### config.mk
export PLATFORM = sky130hd
export DESIGN_NAME = insertion_candidate_top_k_selector_unit
export DESIGN_NICKNAME = d
export VERILOG_FILES = /design/src/rtl/icts_pkg.sv /design/src/rtl/icts_insert.sv /design/src/rtl/icts_emit.sv /design/src/rtl/insertion_candidate_top_k_selector_unit.sv
export SDC_FILE = /design/constraint.sdc
export NUM_CORES = 1
export LEC_CHECK = 0
export BUFFER_PORTS_ARGS = -buffer_cell sky130_fd_sc_hd__buf_2
export CELL_PAD_IN_SITES_DETAIL_PLACEMENT = 1
export CELL_PAD_IN_SITES_GLOBAL_PLACEMENT = 1
export CORE_MARGIN = 2
export CORE_UTILIZATION = 45
export DETAILED_ROUTE_END_ITERATION = 8
export GPL_ROUTABILITY_DRIVEN = 0
export PLACE_DENSITY_LB_ADDON = 0.12
export SYNTH_ARGS = -nofsm -noshare
export SYNTH_HDL_FRONTEND = slang
export SYNTH_HIERARCHICAL = 1
export SYNTH_SLANG_ARGS = --single-unit
### constraint.sdc
create_clock -name clock -period 7.1 [get_ports clock]
set_input_delay 0.355 -clock clock [delete_from_list [all_inputs] [get_ports clock]]
set_output_delay 0.355 -clock clock [all_outputs]
set_load 0.005 [all_outputs]
### src/rtl/icts_pkg.sv
// Package of the top-K insertion selector: default sizes, the rank width, the shared
// control type and the byte padding helper. Depends on nothing.
package icts_pkg;

   // Default sizes for the top level parameters.
   localparam int KEEP_COUNT_DEF = 4;
   localparam int NODE_BITS_DEF  = 10;
   localparam int COST_BITS_DEF  = 32;

   // Width of the rank field of a result.
   localparam int RANK_BITS = 4;

   // Control bits of one candidate on its way into the list stage.
   typedef struct packed {
      logic valid;
      logic skip;
      logic last;
   } icts_item_ctrl_type;

   // Rounds a bit count up to whole bytes.
   function automatic int pad_bytes(input int bits);
      return ((bits + 7) >> 3) << 3;
   endfunction

endpackage

### src/rtl/icts_insert.sv
// List stage of the top-K insertion selector: keeps the sorted list and
// inserts one candidate per cycle. Depends on icts_pkg.
module icts_insert #(
   parameter int KEEP_COUNT = icts_pkg::KEEP_COUNT_DEF,
   parameter int NODE_BITS  = icts_pkg::NODE_BITS_DEF,
   parameter int SUM_BITS   = icts_pkg::COST_BITS_DEF + 1
) (
   input  logic                          clock,
   input  logic                          reset,
   input  icts_pkg::icts_item_ctrl_type  item_ctrl,
   input  logic [SUM_BITS-1:0]           item_sum,
   input  logic [NODE_BITS-1:0]          item_node,
   output logic                          dump,
   output logic [SUM_BITS-1:0]           snap_cost  [KEEP_COUNT],
   output logic [NODE_BITS-1:0]          snap_node  [KEEP_COUNT],
   output logic                          snap_valid [KEEP_COUNT]
);

   logic [SUM_BITS-1:0]  kept_cost_ff  [KEEP_COUNT];
   logic [NODE_BITS-1:0] kept_node_ff  [KEEP_COUNT];
   logic                 kept_valid_ff [KEEP_COUNT];
   logic [SUM_BITS-1:0]  kept_cost_in  [KEEP_COUNT];
   logic [NODE_BITS-1:0] kept_node_in  [KEEP_COUNT];
   logic                 kept_valid_in [KEEP_COUNT];
   logic                 stays         [KEEP_COUNT];
   logic                 take;

   // An entry stays where it is when it is filled and not above the new sum.
   // Sorted order makes these flags a prefix, so ties keep arrival order.
   always_comb begin
      for (int i = 0; i < KEEP_COUNT; i++) begin
         stays[i] = kept_valid_ff[i] && (kept_cost_ff[i] <= item_sum);
      end
   end

   assign take = item_ctrl.valid && !item_ctrl.skip;

   // Each slot keeps its entry, takes the new candidate, or takes its upper neighbor.
   for (genvar g = 0; g < KEEP_COUNT; g++) begin : g_slot
      if (g == 0) begin : g_head
         always_comb begin
            if (!take || stays[g]) begin
               snap_cost[g]  = kept_cost_ff[g];
               snap_node[g]  = kept_node_ff[g];
               snap_valid[g] = kept_valid_ff[g];
            end else begin
               snap_cost[g]  = item_sum;
               snap_node[g]  = item_node;
               snap_valid[g] = 1'b1;
            end
         end
      end else begin : g_body
         always_comb begin
            priority if (!take || stays[g]) begin
               snap_cost[g]  = kept_cost_ff[g];
               snap_node[g]  = kept_node_ff[g];
               snap_valid[g] = kept_valid_ff[g];
            end else if (stays[g-1]) begin
               snap_cost[g]  = item_sum;
               snap_node[g]  = item_node;
               snap_valid[g] = 1'b1;
            end else begin
               snap_cost[g]  = kept_cost_ff[g-1];
               snap_node[g]  = kept_node_ff[g-1];
               snap_valid[g] = kept_valid_ff[g-1];
            end
         end
      end
   end

   // The last candidate hands the updated list to the emitter.
   assign dump = item_ctrl.valid && item_ctrl.last;

   // After a dump the list starts empty again.
   always_comb begin
      for (int i = 0; i < KEEP_COUNT; i++) begin
         if (dump) begin
            kept_cost_in[i]  = '1;
            kept_node_in[i]  = '0;
            kept_valid_in[i] = 1'b0;
         end else begin
            kept_cost_in[i]  = snap_cost[i];
            kept_node_in[i]  = snap_node[i];
            kept_valid_in[i] = snap_valid[i];
         end
      end
   end

   // List registers; reset empties the list.
   always_ff @(posedge clock) begin
      for (int i = 0; i < KEEP_COUNT; i++) begin
         if (reset) begin
            kept_cost_ff[i]  <= '1;
            kept_node_ff[i]  <= '0;
            kept_valid_ff[i] <= 1'b0;
         end else begin
            kept_cost_ff[i]  <= kept_cost_in[i];
            kept_node_ff[i]  <= kept_node_in[i];
            kept_valid_ff[i] <= kept_valid_in[i];
         end
      end
   end

endmodule

### src/rtl/icts_emit.sv
// Result stage of the top-K insertion selector: holds a copy of the finished
// list and sends it out one rank per transfer. Depends on icts_pkg.
module icts_emit #(
   parameter int KEEP_COUNT = icts_pkg::KEEP_COUNT_DEF,
   parameter int NODE_BITS  = icts_pkg::NODE_BITS_DEF,
   parameter int SUM_BITS   = icts_pkg::COST_BITS_DEF + 1
) (
   input  logic                          clock,
   input  logic                          reset,
   input  logic                          load,
   input  logic [SUM_BITS-1:0]           snap_cost  [KEEP_COUNT],
   input  logic [NODE_BITS-1:0]          snap_node  [KEEP_COUNT],
   input  logic                          snap_valid [KEEP_COUNT],
   input  logic                          out_ready,
   output logic                          out_valid,
   output logic [icts_pkg::RANK_BITS-1:0] out_rank,
   output logic [NODE_BITS-1:0]          out_node,
   output logic [SUM_BITS-1:0]           out_cost,
   output logic                          out_entry_valid,
   output logic                          out_final
);

   localparam int IDX_BITS = (KEEP_COUNT > 1) ? $clog2(KEEP_COUNT) : 1;

   logic [SUM_BITS-1:0]  bank_cost_ff  [KEEP_COUNT];
   logic [NODE_BITS-1:0] bank_node_ff  [KEEP_COUNT];
   logic                 bank_valid_ff [KEEP_COUNT];
   logic                 active_ff;
   logic                 active_in;
   logic [IDX_BITS-1:0]  idx_ff;
   logic [IDX_BITS-1:0]  idx_in;
   logic                 fire;
   logic                 at_end;

   assign fire   = active_ff && out_ready;
   assign at_end = (idx_ff == IDX_BITS'(KEEP_COUNT - 1));

   // Rank counter: steps on each transfer and stops after the final rank.
   always_comb begin
      active_in = active_ff;
      idx_in    = idx_ff;
      priority if (load) begin
         active_in = 1'b1;
         idx_in    = '0;
      end else if (fire) begin
         if (at_end) begin
            active_in = 1'b0;
            idx_in    = '0;
         end else begin
            idx_in = IDX_BITS'(idx_ff + 1'b1);
         end
      end
   end

   always_ff @(posedge clock) begin
      if (reset) begin
         active_ff <= 1'b0;
         idx_ff    <= '0;
      end else begin
         active_ff <= active_in;
         idx_ff    <= idx_in;
      end
   end

   // Result bank, captured whole when a run ends.
   always_ff @(posedge clock) begin
      if (load) begin
         for (int i = 0; i < KEEP_COUNT; i++) begin
            bank_cost_ff[i]  <= snap_cost[i];
            bank_node_ff[i]  <= snap_node[i];
            bank_valid_ff[i] <= snap_valid[i];
         end
      end
   end

   // The current rank selects its bank entry.
   assign out_valid       = active_ff;
   assign out_rank        = icts_pkg::RANK_BITS'(idx_ff);
   assign out_node        = bank_node_ff[idx_ff];
   assign out_cost        = bank_cost_ff[idx_ff];
   assign out_entry_valid = bank_valid_ff[idx_ff];
   assign out_final       = at_end;

endmodule

### src/rtl/insertion_candidate_top_k_selector_unit.sv
// A last candidate passes the input register and then the result bank before the
// first result of its run is offered.
// Throughput: one candidate per cycle, as long as the input register is not held.
// A last candidate waits in the input register while the previous run's
// KEEP_COUNT results are still being delivered, one per cycle while rsp_tready is high.
// Reset (synchronous, active high) empties the list and drops pending results.
// Top level of the top-K insertion selector: input register, list stage and
// result stage. Depends on icts_pkg, icts_insert and icts_emit.
module insertion_candidate_top_k_selector_unit #(
   parameter int KEEP_COUNT = icts_pkg::KEEP_COUNT_DEF,
   parameter int NODE_BITS  = icts_pkg::NODE_BITS_DEF,
   parameter int COST_BITS  = icts_pkg::COST_BITS_DEF,
   localparam int SUM_BITS      = COST_BITS + 1,
   localparam int IN_DATA_BITS  = icts_pkg::pad_bytes(2 * COST_BITS + NODE_BITS),
   localparam int OUT_DATA_BITS =
      icts_pkg::pad_bytes(icts_pkg::RANK_BITS + NODE_BITS + SUM_BITS)
) (
   input  logic                     clock,
   input  logic                     reset,
   input  logic                     req_tvalid,
   output logic                     req_tready,
   // Fields from bit 0 up: leg_in_cost, leg_out_cost, node_index, zero fill.
   input  logic [IN_DATA_BITS-1:0]  req_tdata,
   // Fields from bit 0 up: skip.
   input  logic                     req_tuser,
   input  logic                     req_tlast,
   output logic                     rsp_tvalid,
   input  logic                     rsp_tready,
   // Fields from bit 0 up: rank, best_node, best_cost, zero fill.
   output logic [OUT_DATA_BITS-1:0] rsp_tdata,
   // Fields from bit 0 up: entry_valid.
   output logic                     rsp_tuser,
   output logic                     rsp_tlast
);

   logic [COST_BITS-1:0]         leg_in_cost;
   logic [COST_BITS-1:0]         leg_out_cost;
   logic [NODE_BITS-1:0]         node_index;
   logic                         s1_valid_ff;
   logic                         s1_skip_ff;
   logic                         s1_last_ff;
   logic [SUM_BITS-1:0]          s1_sum_ff;
   logic [NODE_BITS-1:0]         s1_node_ff;
   logic                         s1_go;
   logic                         req_fire;
   logic                         emit_busy;
   logic                         dump;
   icts_pkg::icts_item_ctrl_type item_ctrl;
   logic [SUM_BITS-1:0]          snap_cost  [KEEP_COUNT];
   logic [NODE_BITS-1:0]         snap_node  [KEEP_COUNT];
   logic                         snap_valid [KEEP_COUNT];
   logic [icts_pkg::RANK_BITS-1:0] out_rank;
   logic [NODE_BITS-1:0]         out_node;
   logic [SUM_BITS-1:0]          out_cost;

   // Unpack the candidate fields.
   assign leg_in_cost  = req_tdata[COST_BITS-1:0];
   assign leg_out_cost = req_tdata[2*COST_BITS-1:COST_BITS];
   assign node_index   = req_tdata[2*COST_BITS+NODE_BITS-1:2*COST_BITS];

   // A held last candidate waits until the result stage has sent its run.
   assign s1_go      = s1_valid_ff && !(s1_last_ff && emit_busy);
   assign req_tready = !s1_valid_ff || s1_go;
   assign req_fire   = req_tvalid && req_tready;

   always_ff @(posedge clock) begin
      if (reset) begin
         s1_valid_ff <= 1'b0;
      end else if (req_fire) begin
         s1_valid_ff <= 1'b1;
      end else if (s1_go) begin
         s1_valid_ff <= 1'b0;
      end
   end

   // Input register holds the exact sum of both legs.
   always_ff @(posedge clock) begin
      if (req_fire) begin
         s1_sum_ff  <= SUM_BITS'(leg_in_cost) + SUM_BITS'(leg_out_cost);
         s1_node_ff <= node_index;
         s1_skip_ff <= req_tuser;
         s1_last_ff <= req_tlast;
      end
   end

   assign item_ctrl.valid = s1_go;
   assign item_ctrl.skip  = s1_skip_ff;
   assign item_ctrl.last  = s1_last_ff;

   icts_insert #(
      .KEEP_COUNT (KEEP_COUNT),
      .NODE_BITS  (NODE_BITS),
      .SUM_BITS   (SUM_BITS)
   ) u_insert (
      .clock      (clock),
      .reset      (reset),
      .item_ctrl  (item_ctrl),
      .item_sum   (s1_sum_ff),
      .item_node  (s1_node_ff),
      .dump       (dump),
      .snap_cost  (snap_cost),
      .snap_node  (snap_node),
      .snap_valid (snap_valid)
   );

   icts_emit #(
      .KEEP_COUNT (KEEP_COUNT),
      .NODE_BITS  (NODE_BITS),
      .SUM_BITS   (SUM_BITS)
   ) u_emit (
      .clock           (clock),
      .reset           (reset),
      .load            (dump),
      .snap_cost       (snap_cost),
      .snap_node       (snap_node),
      .snap_valid      (snap_valid),
      .out_ready       (rsp_tready),
      .out_valid       (emit_busy),
      .out_rank        (out_rank),
      .out_node        (out_node),
      .out_cost        (out_cost),
      .out_entry_valid (rsp_tuser),
      .out_final       (rsp_tlast)
   );

   // Pack the result fields.
   assign rsp_tvalid = emit_busy;
   assign rsp_tdata  = OUT_DATA_BITS'({out_cost, out_node, out_rank});

endmodule

==> run_results.csv, run 1 <==
group,metric,value,unit
sta,rsz0062_at_grt,"no",
floorplanning,die_x,220,microns
detailed_routing,postRouteAntennaNets,0,
logic_synthesis,synth_common_cells,"edfxtp_1 (221), dfxtp_1 (182), a21oi_1 (170), ha_1 (165), nand2_1 (155)",
clock_network,cts_tree,"built",
logic_synthesis,ys.warnings.count,6,
logic_synthesis,netlist_instances,1877,
global_route,grt_max_degree,77,
global_route,grt-ovfl-total,0,
detailed_routing,wl,59300,microns
power,p_clk_frac,0.392,
placement,dp_hpwl,40400,microns
worst_hold_path,hp-class,"input port to flop",
floorplanning,rows,79,
critical_path,critical_path_class,"flop to flop",
sta,worst_slew_pin_slew,1.19,ns
sta,post-route-period-util,0.652,
logic_synthesis,synth.most_common_cell,"edfxtp_1",
detailed_routing,wl_per_cell,22.6,microns
power,seqPwrFrac,0.459,
clock_network,cts_sinks,403,
power,power_switching,1.58,mW
sta,final-hold-violation-count,0,
sta,max_slew_margin,0.204,
detailed_routing,routed_via_density,5.90,
placement,port_buffers,128,
floorplanning,core,46400,sq um
placement,place_area,22100,sq um
power,p_comb_frac,0.149,
logic_synthesis,async_flop_share,0,
final_layout,area.growth.synth_to_final,12.3,%
clock_network,path_clk_slew,0.06,ns
power,internal_power,4.25,mW
critical_path,worstPathRequired,7.37,ns
sta,fmax,216,MHz
floorplanning,die_area,48500,sq um
power,p_leak,9.53,nW
logic_synthesis,syn_area_per_cell,11.2,sq um
clock_network,ctsResizeCount,0,
sta,setup_tns,0,ns
power,swShare,0.271,
job,maxCapViolCount,0,
logic_synthesis,syn_area,21100,sq um
logic_synthesis,synth_area_leader_cell,"edfxtp_1",
run_status,outcome,"finished, final reports clean",
critical_path,critPathLaunchType,"flop",
clock_network,cts_made_buffers,44,
floorplanning,io_pins,138,
logic_synthesis,synth_area_leaders,"edfxtp_1 (32%), dfxtp_1 (17%), ha_1 (9.8%), mux2i_1 (5.0%), mux4_2 (4.3%)",
global_route,grt_pass1_wl,92400,microns
final_layout,diodes,0,
clock_network,root_buffer,"clkbuf_16",
logic_synthesis,seq_area_frac_synth,0.488,
sta,fin_worst_skew,0.0177,ns
critical_path,cp.arrival,4.90,ns
logic_synthesis,synth_top_area_frac,0.315,
clock_network,cts_buffer_depth,3,
global_route,antenna_found_initial,0,
logic_synthesis,synth-seq-cells,403,
critical_path,critPathCaptureType,"flop",
global_route,grt.total_usage,0.247,
sta,min_period,4.63,ns
clock_network,worstSkewPairLatency,0.58,ns
logic_synthesis,synthFlopType,"edfxtp_1",
detailed_routing,first_iter_violations,855,
sta,slew_violations,0,
power,ir_drop,0.186,mV
detailed_routing,drtPass1Iterations,7,
final_layout,drive_gt1_frac,0.160,
detailed_routing,via_count,15454,
logic_synthesis,synth_cell_types,75,
final_layout,final_nets,2231,
detailed_routing,drc_errors,0,
global_route,grt_pass1_vias,16333,
floorplanning,die_y,220,microns
clock_network,ctsHtreeMaxLevel,2,
sta,setup_viol,0,
floorplanning,start_util,0.454,
final_layout,fin_area,23700,sq um
power,powerDensity,247,nW/um^2
logic_synthesis,synth-edff-count,221,
critical_path,path_max_fanout,28,
[cells by family after synthesis]
kind of cell    after synthesis  synth area share
compound gates              503             0.147
flops                       403             0.488
buf+inv                     153            0.0354
fa+ha+maj                   166            0.0990
simple gates                430            0.0979
mux                         192             0.121
xor+xnor                     28            0.0116
other cells                   2          0.000357
[cell type report]
class,count,area [sq um]
multi-input combinational,1322,10100
sequential,403,10300
tap,607,759
clock inverter,16,139
clock buffer,65,1290
fill,4949,22700
inverter,52,195
timing repair buffer,156,881
[routing by layer]
layer / vias up / track usage / share of wire
met1: 7756 / 0.330 / 0.46
met4: 0 / 0.0613 / 0.020
met3: 80 / 0.0368 / 0.037
met5: - / 0 / 0
li1: 7314 / - / -
met2: 304 / 0.422 / 0.49
[cells in the final DEF, fill, tap and decap left out, types with 34 or more instances in the layout]
| master | instances |
|---|---|
| a211oi_1 | 35 |
| a21oi_1 | 170 |
| buf_2 | 128 |
| clkbuf_16 | 46 |
| dfxtp_1 | 180 |
| edfxtp_1 | 221 |
| ha_1 | 165 |
| inv_1 | 52 |
| mux2_2 | 43 |
| mux2i_1 | 105 |
| mux4_2 | 40 |
| nand2_1 | 155 |
| nand2b_1 | 38 |
| nand4_1 | 34 |
| nor2_1 | 83 |
| nor3_1 | 36 |
| o211ai_1 | 77 |
| o21ai_0 | 117 |
[stage by stage]
stage	hold slack [ns]	setup slack, ns	power, mW	util	std cells
2_1_floorplan	0.424	0.925	3.28	-	1878
3_3_place_gp	0.472	2.54	3.54	0.477	2528
3_5_place_dp	0.485	2.45	3.58	0.477	2528
4_1_cts	0.0117	2.46	5.88	0.510	2621
5_1_grt	0.0295	2.25	6.09	0.510	2621
6_report	0.0407	2.47	5.83	0.510	2621
[repair_timing]
item	4_1_cts	5_1_grt
buffers inserted	0	0
endpoints found under the setup margin	0	0
hold buffers	12	0
endpoints found under the hold margin	12	0
[worst max-delay path, stage by stage (launching register included)]
cell      delay, ns
edfxtp_1       0.47
inv_1          0.15
ha_1           0.36
nand4_1        0.28
nor4_1         0.61
a21boi_0       0.62
o21a_2         0.69
buf_4          0.65
mux2i_1        0.31
o21ai_0        0.14
[state kept, by name, summed over array words and instances, names as in the netlist, named ones only]
name                    flops
s1_last_ff                  1
s1_node_ff                 10
s1_skip_ff                  1
s1_sum_ff                  33
s1_valid_ff                 1
u_emit/bank_cost_ff       132
u_emit/bank_node_ff        40
u_emit/bank_valid_ff        4
u_emit/idx_ff               2
u_emit/out_valid            1
u_insert/kept_cost_ff     132
u_insert/kept_node_ff      40
u_insert/kept_valid_ff      4
[path summary, 6_finish.rpt]
kind | cells after the start | from | endpoint | slack, ns
setup / recovery | 9 | s1_sum_ff[28]$_DFFE_PP_ | u_emit/bank_cost_ff[3][8]$_DFFE_PP_ | 2.47
hold reg to reg | 2 | u_insert/kept_cost_ff[3][12]$_SDFF_PP1_ | u_insert/kept_cost_ff[3][12]$_SDFF_PP1_ | 0.50
setup reg to reg | 9 | s1_sum_ff[28]$_DFFE_PP_ | u_emit/bank_cost_ff[3][8]$_DFFE_PP_ | 2.47
hold / removal | 3 | req_tvalid | s1_valid_ff$_SDFFE_PP0P_ | 0.04
[power by group through the flow]
stage	Combinational [mW]	Clock (mW)	Sequential (mW)
floorplan	0.596	0	2.69
global placement	0.822	0	2.72
detailed placement	0.858	0	2.73
CTS	0.869	2.34	2.68
global route	0.978	2.43	2.69
finish	0.867	2.29	2.68
(Power assumes the default switching activity.)
==> inputs of run 2 (changes only) <==
==> constraint.sdc (replaced) <==
create_clock -name clock -period 4.35 [get_ports clock]
set_input_delay 0.2175 -clock clock [delete_from_list [all_inputs] [get_ports clock]]
set_output_delay 0.2175 -clock clock [all_outputs]
set_load 0.005 [all_outputs]
==> run 2 against run 1 <==
Net effect:
- maximum frequency rose by 23%
- die area is the same
- utilization increased by 0.47 points
- setup slack lost 1.9 ns
- design area grew 0.92%
- non-clock buffer count rose by 19
- clock power grew 59%
- flip-flop and latch count is the same
- sequential share of layout area decreased by 0.40 points
- clock-buffer cell count rose by 5
- register-to-register slack worse by 1.9 ns
- power rose by 62%
- largest cell class unchanged
==> run_results.csv, run 2 (same netlist as run 1, synthesis figures left out) <==
group,metric,value,unit
run_status,outcome,"finished, final reports clean",
detailed_routing,wl_per_cell,22.7,microns
clock_network,path_clk_slew,0.06,ns
final_layout,final_common_cell,"edfxtp_1",
critical_path,path_max_fanout,15,
floorplanning,die_y,220,microns
placement,dp_cells,2542,
final_layout,utilization,0.515,
sta,fmax,267,MHz
power,p_leak,9.64,nW
placement,port_buffers,128,
sta,worst_slew_pin_slew,0.951,ns
global_route,antenna_found_initial,0,
worst_hold_path,hp-class,"input port to flop",
final_layout,top_regs,"u_emit/bank_cost_ff (132), u_insert/kept_cost_ff (132)",
floorplanning,io_pins,138,
sta,post-route-period-util,0.862,
power,ir_drop,0.282,mV
clock_network,worstSkewPairLatency,0.60,ns
clock_network,ctsHtreeMaxLevel,2,
clock_network,root_buffer,"clkbuf_16",
global_route,grt_pass1_vias,16374,
floorplanning,core,46400,sq um
detailed_routing,routed_via_density,5.90,
floorplanning,die_x,220,microns
sta,setup_slack,0.598,ns
detailed_routing,postRouteAntennaNets,0,
final_layout,drive_gt1_frac,0.163,
global_route,grt_max_degree,135,
final_layout,fin_area,23900,sq um
clock_network,cts_buffer_depth,3,
sta,max_slew_margin,0.366,
clock_network,ctsResizeCount,0,
detailed_routing,wl,59900,microns
sta,final-hold-violation-count,0,
floorplanning,start_util,0.454,
sta,slew_violations,0,
sta,min_period,3.75,ns
clock_network,cts_tree,"built",
clock_network,cts-hold-fix-buffers,16,
sta,setup_viol,0,
final_layout,instances_no_fill,2642,
final_layout,layout_common_cells,"edfxtp_1 (221), dfxtp_1 (180), a21oi_1 (170)",
power,powerDensity,395,nW/um^2
critical_path,critPathLaunchType,"flop",
sta,fin_worst_skew,0.0182,ns
sta,whs,0.0574,ns
global_route,grt.total_usage,0.250,
sta,setup_tns,0,ns
global_route,grt-ovfl-total,0,
critical_path,critPathCaptureType,"flop",
floorplanning,die_area,48500,sq um
critical_path,critical_path_class,"flop to flop",
critical_path,worstPathRequired,4.67,ns
placement,pre_cts_ws,0.597,ns
sta,rsz0062_at_grt,"no",
clock_network,cts_made_buffers,44,
power,finalPower,9.44,mW
placement,place_area,22300,sq um
detailed_routing,via_count,15577,
detailed_routing,first_iter_violations,798,
global_route,grt_pass1_wl,93500,microns
placement,dp_hpwl,41100,microns
detailed_routing,drtPass1Iterations,7,
detailed_routing,drc_errors,0,
final_layout,area.growth.synth_to_final,13.4,%
floorplanning,rows,79,
job,maxCapViolCount,0,
critical_path,cp.arrival,4.07,ns
clock_network,cts_sinks,403,
clock_network,post_cts_buffers,0,
final_layout,final_nets,2250,
run 2: area by class of cell:
type / count / area (sq um)
multi-input cells: 1322 / 10100
repair buffers: 175 / 1140
diodes: 1 / 2.50
well taps: 607 / 759
inverters: 52 / 195
fillers: 4946 / 22500
flip-flops and latches: 403 / 10300
clock buffers: 70 / 1280
clock inverters: 12 / 113
run 2: worst max-delay path: stages, from the launching register on:
cell and delay [ns]:
edfxtp_1 0.44, inv_1 0.14, ha_1 0.34, nand3_2 0.12
or4_4 0.57, or2_4 0.28, o221ai_2 0.30, o31a_2 0.47
buf_4 0.42, mux2i_1 0.28, o21ai_0 0.10
run 2: worst paths after layout:
kind	to	cells after the start	startpoint	slack (ns)
min reg2reg	u_insert/kept_cost_ff[3][0]$_SDFF_PP1_	2	u_insert/kept_cost_ff[3][0]$_SDFF_PP1_	0.50
min	u_emit/out_valid$_SDFFE_PP0P_	3	rsp_tready	0.06
max reg2reg	u_emit/bank_cost_ff[2][5]$_DFFE_PP_	10	s1_sum_ff[29]$_DFFE_PP_	0.60
max	u_emit/bank_cost_ff[2][5]$_DFFE_PP_	10	s1_sum_ff[29]$_DFFE_PP_	0.60
run 2: power breakdown:
part / internal, mW / switching [mW]
clock network: 2.04 / 1.58
registers: 4.22 / 0.152
logic: 0.558 / 0.884
run 2: layer usage:
metal | vias up | part of all wire | GRT usage
met1 | 7775 | 0.46 | 0.340
met5 | - | 0 | 0
met3 | 86 | 0.041 | 0.0331
met4 | 0 | 0.021 | 0.0649
met2 | 353 | 0.48 | 0.423
li1 | 7363 | - | -
